## config.mk

```make
export PLATFORM = sky130hd
export DESIGN_NAME = kwm_head_chain
export DESIGN_NICKNAME = d
export VERILOG_FILES = /design/src/sv/k_way_sorted_merge_defines.svh /design/src/sv/kwm_pkg.sv /design/src/sv/kwm_cell.sv /design/src/sv/kwm_head_chain.sv
export SDC_FILE = /design/constraint.sdc
export NUM_CORES = 1
export LEC_CHECK = 0
export BUFFER_PORTS_ARGS = -buffer_cell sky130_fd_sc_hd__clkbuf_2
export CAP_MARGIN = 40
export CORE_MARGIN = 2
export CORE_UTILIZATION = 60
export DETAILED_ROUTE_END_ITERATION = 8
export PLACE_DENSITY = 0.79
export SYNTH_ARGS = -nofsm -noshare
export SYNTH_HDL_FRONTEND = slang
export SYNTH_SLANG_ARGS = --single-unit
```

## constraint.sdc

```tcl
create_clock -name i_clk -period 3.95 [get_ports i_clk]
set_clock_uncertainty 0.05 [all_clocks]
set_input_delay 0.1975 -clock i_clk [delete_from_list [all_inputs] [get_ports i_clk]]
set_output_delay 0.1975 -clock i_clk [all_outputs]
set_load 0.05 [all_outputs]
```

## src/sv/k_way_sorted_merge_defines.svh

```systemverilog
// ----------------------------------------------------------------------------
// k_way_sorted_merge_defines
// Assertion macros shared by the merge block. They expand to nothing when
// the design is synthesized.
// ----------------------------------------------------------------------------
`ifndef K_WAY_SORTED_MERGE_DEFINES_SVH
`define K_WAY_SORTED_MERGE_DEFINES_SVH

`ifndef SYNTHESIS
// Property checked on every clock edge outside of reset.
`define KWM_ASSERT(lbl, prop) \
    lbl: assert property (@(posedge i_clk) disable iff (!i_rst_n) (prop)) \
        else $error("kwm assertion failed");
// Condition in one cycle implies a condition in the next cycle.
`define KWM_ASSERT_NEXT(lbl, cause, effect) \
    `KWM_ASSERT(lbl, (cause) |=> (effect))
`else
`define KWM_ASSERT(lbl, prop)
`define KWM_ASSERT_NEXT(lbl, cause, effect)
`endif

`endif

```

## src/sv/kwm_pkg.sv

```systemverilog
// ----------------------------------------------------------------------------
// kwm_pkg
// Shared constants, codes and control types of the k-way merge block.
// ----------------------------------------------------------------------------
`default_nettype none

package kwm_pkg;

    // Default configuration.
    localparam int NUM_LISTS_DEF  = 4;
    localparam int LIST_DEPTH_DEF = 256;

    // Fixed field widths.
    localparam int VALUE_W = 32;
    localparam int CMD_W   = 2;
    localparam int SRC_W   = 2;
    localparam int STS_W   = 2;

    // Command codes.
    localparam logic [CMD_W-1:0] CMD_APPEND = 2'd0;
    localparam logic [CMD_W-1:0] CMD_POP    = 2'd1;
    localparam logic [CMD_W-1:0] CMD_CLEAR  = 2'd2;

    // Status codes.
    localparam logic [STS_W-1:0] STS_OK    = 2'd0;
    localparam logic [STS_W-1:0] STS_EMPTY = 2'd1;
    localparam logic [STS_W-1:0] STS_FULL  = 2'd2;

    // Sequencer states.
    typedef enum logic {
        S_IDLE,
        S_FILL
    } t_state;

    // Operation applied to every cell of the head chain alike.
    typedef struct packed {
        logic ins;
        logic pop;
        logic clr;
    } t_chain_op;

    // Operation applied to the list store for the selected list; a clear acts on every list.
    typedef struct packed {
        logic wr;
        logic pop;
        logic mark;
        logic clr;
    } t_store_op;

    // Status of the selected list.
    typedef struct packed {
        logic has_head;
        logic full;
        logic fill_zero;
    } t_store_sts;

endpackage

`default_nettype wire

```

## src/sv/kwm_cell.sv

```systemverilog
// ----------------------------------------------------------------------------
// kwm_cell
// One slot of the sorted head chain. It compares the broadcast key with its
// own entry and either keeps it, takes its left neighbor, takes the key,
// takes its right neighbor on a pop, or empties on a clear.
// ----------------------------------------------------------------------------
`default_nettype none

module kwm_cell import kwm_pkg::*; #(
    parameter int LIST_W = 2
) (
    input  wire logic                      i_clk,
    input  wire logic                      i_rst_n,
    input  wire t_chain_op                 i_op,
    input  wire logic signed [VALUE_W-1:0] i_key_value,
    input  wire logic [LIST_W-1:0]         i_key_list,
    input  wire logic                      i_prev_before,
    input  wire logic                      i_prev_valid,
    input  wire logic signed [VALUE_W-1:0] i_prev_value,
    input  wire logic [LIST_W-1:0]         i_prev_list,
    input  wire logic                      i_next_valid,
    input  wire logic signed [VALUE_W-1:0] i_next_value,
    input  wire logic [LIST_W-1:0]         i_next_list,
    output logic                           o_before,
    output logic                           o_valid,
    output logic signed [VALUE_W-1:0]      o_value,
    output logic [LIST_W-1:0]              o_list
);

    logic                      r_valid;
    logic signed [VALUE_W-1:0] r_value;
    logic [LIST_W-1:0]         r_list;

    // The key sorts ahead of this entry, ties going to the lower list.
    // An empty slot is always behind the key.
    always_comb begin
        o_before = !r_valid || (i_key_value < r_value) ||
                   ((i_key_value == r_value) && (i_key_list < r_list));
    end

    // Occupancy of the slot.
    always_ff @(posedge i_clk) begin
        if (!i_rst_n) begin
            r_valid <= 1'b0;
        end else if (i_op.clr) begin
            r_valid <= 1'b0;
        end else if (i_op.pop) begin
            r_valid <= i_next_valid;
        end else if (i_op.ins && o_before) begin
            r_valid <= i_prev_before ? i_prev_valid : 1'b1;
        end
    end

    // Entry contents move with the occupancy.
    always_ff @(posedge i_clk) begin
        if (i_op.pop) begin
            r_value <= i_next_value;
            r_list  <= i_next_list;
        end else if (i_op.ins && o_before) begin
            if (i_prev_before) begin
                r_value <= i_prev_value;
                r_list  <= i_prev_list;
            end else begin
                r_value <= i_key_value;
                r_list  <= i_key_list;
            end
        end
    end

    assign o_valid = r_valid;
    assign o_value = r_value;
    assign o_list  = r_list;

endmodule

`default_nettype wire

```

## src/sv/kwm_head_chain.sv

```systemverilog
// ----------------------------------------------------------------------------
// kwm_head_chain
// Row of head cells kept in ascending order. Slot zero holds the smallest
// head; insert shifts the tail right, pop shifts everything left.
// ----------------------------------------------------------------------------
`default_nettype none

module kwm_head_chain import kwm_pkg::*; #(
    parameter int NUM_LISTS = NUM_LISTS_DEF,
    parameter int LIST_W    = $clog2(NUM_LISTS)
) (
    input  wire logic                      i_clk,
    input  wire logic                      i_rst_n,
    input  wire t_chain_op                 i_op,
    input  wire logic signed [VALUE_W-1:0] i_key_value,
    input  wire logic [LIST_W-1:0]         i_key_list,
    output logic                           o_head_valid,
    output logic signed [VALUE_W-1:0]      o_head_value,
    output logic [LIST_W-1:0]              o_head_list
);

    logic                      w_before [NUM_LISTS];
    logic                      w_valid  [NUM_LISTS];
    logic signed [VALUE_W-1:0] w_value  [NUM_LISTS];
    logic [LIST_W-1:0]         w_list   [NUM_LISTS];

    for (genvar g = 0; g < NUM_LISTS; g++) begin : g_cell
        logic                      w_pv_before;
        logic                      w_pv_valid;
        logic signed [VALUE_W-1:0] w_pv_value;
        logic [LIST_W-1:0]         w_pv_list;
        logic                      w_nb_valid;
        logic signed [VALUE_W-1:0] w_nb_value;
        logic [LIST_W-1:0]         w_nb_list;

        // Left neighbor; the first slot has none.
        if (g == 0) begin : g_first
            assign w_pv_before = 1'b0;
            assign w_pv_valid  = 1'b0;
            assign w_pv_value  = '0;
            assign w_pv_list   = '0;
        end else begin : g_mid
            assign w_pv_before = w_before[g-1];
            assign w_pv_valid  = w_valid[g-1];
            assign w_pv_value  = w_value[g-1];
            assign w_pv_list   = w_list[g-1];
        end

        // Right neighbor; the last slot empties on a pop.
        if (g == NUM_LISTS - 1) begin : g_last
            assign w_nb_valid = 1'b0;
            assign w_nb_value = '0;
            assign w_nb_list  = '0;
        end else begin : g_inner
            assign w_nb_valid = w_valid[g+1];
            assign w_nb_value = w_value[g+1];
            assign w_nb_list  = w_list[g+1];
        end

        kwm_cell #(
            .LIST_W (LIST_W)
        ) u_cell (
            .i_clk         (i_clk),
            .i_rst_n       (i_rst_n),
            .i_op          (i_op),
            .i_key_value   (i_key_value),
            .i_key_list    (i_key_list),
            .i_prev_before (w_pv_before),
            .i_prev_valid  (w_pv_valid),
            .i_prev_value  (w_pv_value),
            .i_prev_list   (w_pv_list),
            .i_next_valid  (w_nb_valid),
            .i_next_value  (w_nb_value),
            .i_next_list   (w_nb_list),
            .o_before      (w_before[g]),
            .o_valid       (w_valid[g]),
            .o_value       (w_value[g]),
            .o_list        (w_list[g])
        );
    end

    assign o_head_valid = w_valid[0];
    assign o_head_value = w_value[0];
    assign o_head_list  = w_list[0];

endmodule

`default_nettype wire

```

==> results summary <==
The run finished with clean final reports. The HPWL reported at the end of detailed placement came out at 25.4 mm. For this design, the sink count on the clock tree is 140. The number of antenna violations at the first check in global routing came out at 0. The latest clock arrival within the worst-skew pair is 440 ps. The ratio of cells with drive above 1 in the final layout came out at 11.3%. The reported leakage power came out at 5.38 nW. The effective utilization at floorplan is 60.9%. The number of maximum-capacitance violations is 0. The placed cell area is 12500 sq um. The signal on the critical path passes through inv_1 > ha_1 > nand4_1 > nor4_2 > a21boi_0 > o31ai_1 > a31oi_2 > buf_4 > o21ai_0 > o311ai_0. The number of standard cells in the final layout excluding fillers is 1710. After detailed routing, the number of remaining DRC violations is 0. After layout, the worst path uses 95.9% of the clock period.

The number of port buffers came out at 73. The tightest min-delay check is of the primary input to flip-flop type. The maximum frequency from static timing analysis is 264 MHz. Counting every net in the synthesized netlist gives 1582. Relative to the synthesized area, the layout overhead comes to 10.8%. The clock period minus worst slack is 3790 ps. The sequential-to-total area share from yosys stat is 32.2%. The total area inside the core boundary comes to 19500 sq um. The number of inserted filler cells in the final layout is 1564. The overall track demand over capacity in global routing is 38.4%. After clock tree synthesis, the flow added hold-fix buffers numbering 0. The tree is rooted in a sky130_fd_sc_hd__clkbuf_16. Setup repair after global routing left no endpoint under its margin. The critical setup path kind is flip-flop to flip-flop. Counting every instance in the synthesized netlist gives 1411. The setup TNS after final layout came out at 0 ps. The minimum setup slack after placement came out at 206 ps. The first detailed-routing pass ran for 6 iterations. The number of flops mapped to enable cells by yosys came out at 102. The core utilization of the finished layout is 67.5%. The transition time at the pin with the least slew margin is 860 ps.

Detailed routing inserted a total of 12073 vias. STA classifies the critical path startpoint as a flip-flop. Counting the buffers created by CTS gives 17.

The routability congestion estimate from global placement is 0.924. Among all stages on the critical path, the largest delay is contributed by sky130_fd_sc_hd__a31oi_2. The most used flip-flop cell after synthesis is sky130_fd_sc_hd__edfxtp_1. The register-to-register setup slack is 160 ps. The highest ir drop seen on vdd came out at 278 uV.

The first global-routing pass estimated 61.6 mm of wire. The clock transition at the register clock pins on the worst setup and hold paths after CTS is 60 ps. The smallest setup slack after layout came out at 162 ps.

In this run, synthesis produced a sequential element count of 140. Pin placement for this block handled 74 I/O pins. The remaining antenna violation count after routing came out at 0. The total grt overflow is 0. The endpoint required time on the critical path came out at 4090 ps. The Yosys warning count is 0. The number of global-route vias before repair came to 11380.

The die is 145 um wide. The clock passes through at most 2 buffers. In this run the worst path has a maximum fanout of 17. The number of buffers inserted to repair setup after CTS came out at 0. The max-slew headroom at the worst pin is 42.6%.

The area of all placed cells without fillers is 13100 sq um. The total length of routed wires is 39.5 mm. The stage delay of the slowest cell on the critical path came out at 540 ps. In this run the power density over the cells is 422 nW/um^2. The final count of pins violating max slew is 0.

The post-synthesis cell type count is 62. The count of final setup violators is 0. TritonCTS built the clock tree. Entering global routing, the biggest net connects 150 pins. The data arrival time of the critical path is 3920 ps.

The number of cells in the design after placement came out at 1677. For this run, asynchronously set or reset flops after synthesis account for 0%. The number of DRC markers in iteration 0 is 1700. The routed wire length per instance is 23.1 um.

In this run the number of H-tree levels came out at 4. The die footprint came out at 20900 sq um. In the routed layout, each cell is associated on average with a via count of 7.06. The cell area that synthesis handed to floorplanning was 11900 sq um.

The number of endpoints with negative hold slack in the final report came out at 0. The die outline height is 145 um. After floorplanning, the core was divided into 51 placement rows. The post-layout net count came out at 1602. The type of destination of the critical path is a flip-flop. The mean post-synth cell area came out at 8.41 sq um.
-- worst paths after layout --
| check | start | endpoint | depth (start not counted) |
|---|---|---|---|
| setup / recovery | g_cell[0].u_cell.o_value[14] | g_cell[1].u_cell.o_value[17] | 10 |
| hold / removal | i_rst_n | g_cell[0].u_cell.o_valid | 3 |
| setup reg to reg | g_cell[0].u_cell.o_value[14] | g_cell[1].u_cell.o_value[17] | 10 |
| hold reg to reg | g_cell[3].u_cell.o_valid | g_cell[3].u_cell.o_valid | 2 |
-- synth_stat cells, types with 2 or more instances --
cell type / n / area share, %
sky130_fd_sc_hd__nor4_1: 37 / 2.0
sky130_fd_sc_hd__buf_1: 4 / 0.13
sky130_fd_sc_hd__a31oi_1: 4 / 0.21
sky130_fd_sc_hd__nand4_1: 24 / 1.3
sky130_fd_sc_hd__buf_2: 25 / 1.1
sky130_fd_sc_hd__buf_6: 3 / 0.28
sky130_fd_sc_hd__a221o_1: 6 / 0.51
sky130_fd_sc_hd__a21boi_0: 3 / 0.19
sky130_fd_sc_hd__a311oi_1: 34 / 2.5
sky130_fd_sc_hd__o311ai_0: 36 / 2.7
sky130_fd_sc_hd__and4bb_2: 2 / 0.21
sky130_fd_sc_hd__buf_4: 2 / 0.13
sky130_fd_sc_hd__o2bb2ai_1: 2 / 0.15
sky130_fd_sc_hd__nand3_1: 15 / 0.63
sky130_fd_sc_hd__o21ai_0: 79 / 3.3
sky130_fd_sc_hd__a41oi_1: 34 / 2.5
sky130_fd_sc_hd__or2_2: 2 / 0.11
sky130_fd_sc_hd__nor2_1: 42 / 1.3
sky130_fd_sc_hd__o31ai_1: 33 / 2.1
sky130_fd_sc_hd__edfxtp_1: 102 / 26
sky130_fd_sc_hd__a211oi_1: 39 / 2.5
sky130_fd_sc_hd__nor2b_1: 39 / 2.1
sky130_fd_sc_hd__dfxtp_1: 38 / 6.4
sky130_fd_sc_hd__o21a_1: 2 / 0.13
sky130_fd_sc_hd__a21o_1: 46 / 2.9
sky130_fd_sc_hd__nor3_1: 75 / 3.2
sky130_fd_sc_hd__a221oi_1: 4 / 0.30
sky130_fd_sc_hd__nand2_1: 201 / 6.4
sky130_fd_sc_hd__inv_1: 137 / 4.3
sky130_fd_sc_hd__clkbuf_2: 3 / 0.13
sky130_fd_sc_hd__ha_1: 132 / 14
sky130_fd_sc_hd__and3_1: 2 / 0.11
sky130_fd_sc_hd__nand2b_1: 6 / 0.32
sky130_fd_sc_hd__o21ai_1: 2 / 0.084
sky130_fd_sc_hd__o311ai_1: 28 / 2.1
sky130_fd_sc_hd__o211ai_1: 3 / 0.19
sky130_fd_sc_hd__and4_1: 13 / 0.96
sky130_fd_sc_hd__a21oi_1: 57 / 2.4
sky130_fd_sc_hd__clkbuf_1: 72 / 2.3
-- power by group --
part           switching, W  internal, W
registers          0.000165      0.00183
clock network      0.000693      0.00105
logic               0.00120     0.000608
total               0.00206      0.00349
-- registers in the layout (all words and copies together) (netlist names) --
register               count
g_cell.u_cell.o_list       8
g_cell.u_cell.o_valid      4
g_cell.u_cell.o_value    128
-- stage by stage --
| step | hold slack (ps) | power (W) |
|---|---|---|
| 2_1_floorplan | 362 | 0.00323 |
| 6_report | 61.1 | 0.00555 |
| 3_5_place_dp | 482 | 0.00376 |
| 5_1_grt | 82.1 | 0.00578 |
| 3_3_place_gp | 474 | 0.00369 |
| 4_1_cts | 60.4 | 0.00548 |
-- cell families (layout without fill, tap and decap cells) --
| family | count (synthesis) | after routing | share of synthesized area, % |
|---|---|---|---|
| adders and majority gates | 132 | 132 | 13.9 |
| and+or+nand+nor | 465 | 465 | 19.2 |
| other | 0 | 1 | 0 |
| buffers and inverters | 247 | 280 | 8.36 |
| AOI/OAI and AO/OA | 427 | 427 | 26.2 |
| DFF | 140 | 140 | 32.2 |
-- worst max-delay path, delay by kind of cell (launching register included) --
family          cells  cell delay (ps)
compound gates      5             1540
simple gates        2              820
buf+inv             2              460
flops               1              350
fa+ha+maj           1              330
-- layer usage --
metal,share of wire [%],vias up,GRT usage [%]
li1,-,5389,-
met1,39,5610,52.0
met2,43,915,57.4
met3,14,159,10.2
met4,3.9,0,18.0
met5,0,-,0
-- cell usage in the layout, fill, tap and decap left out, types with 34 or more instances in the layout --
cell type / Yosys / layout
sky130_fd_sc_hd__a211oi_1: 39 / 39
sky130_fd_sc_hd__a21o_1: 46 / 46
sky130_fd_sc_hd__a21oi_1: 57 / 56
sky130_fd_sc_hd__a311oi_1: 34 / 34
sky130_fd_sc_hd__a41oi_1: 34 / 34
sky130_fd_sc_hd__clkbuf_2: 3 / 72
sky130_fd_sc_hd__dfxtp_1: 38 / 38
sky130_fd_sc_hd__edfxtp_1: 102 / 102
sky130_fd_sc_hd__ha_1: 132 / 131
sky130_fd_sc_hd__inv_1: 137 / 137
sky130_fd_sc_hd__nand2_1: 201 / 200
sky130_fd_sc_hd__nor2_1: 42 / 41
sky130_fd_sc_hd__nor2b_1: 39 / 38
sky130_fd_sc_hd__nor3_1: 75 / 75
sky130_fd_sc_hd__nor4_1: 37 / 36
sky130_fd_sc_hd__o21ai_0: 79 / 79
sky130_fd_sc_hd__o311ai_0: 36 / 36
-- layout make-up --
class | count | area [sq um] | share of cell area, %
diodes | 1 | 2.50 | 0.0190
flip-flops and latches | 140 | 3820 | 29.1
inverters | 138 | 518 | 3.94
clock buffers | 22 | 475 | 3.62
clock inverters | 10 | 140 | 1.07
repair buffers | 110 | 744 | 5.66
well taps | 265 | 332 | 2.52
multi-input cells | 1024 | 7110 | 54.1
-- what timing repair did --
action / in CTS / in global routing
setup endpoints to repair: 0 / 43
gates resized for setup: 0 / 1
endpoints found under the hold margin: 0 / 0
(Power assumes the default switching activity.)
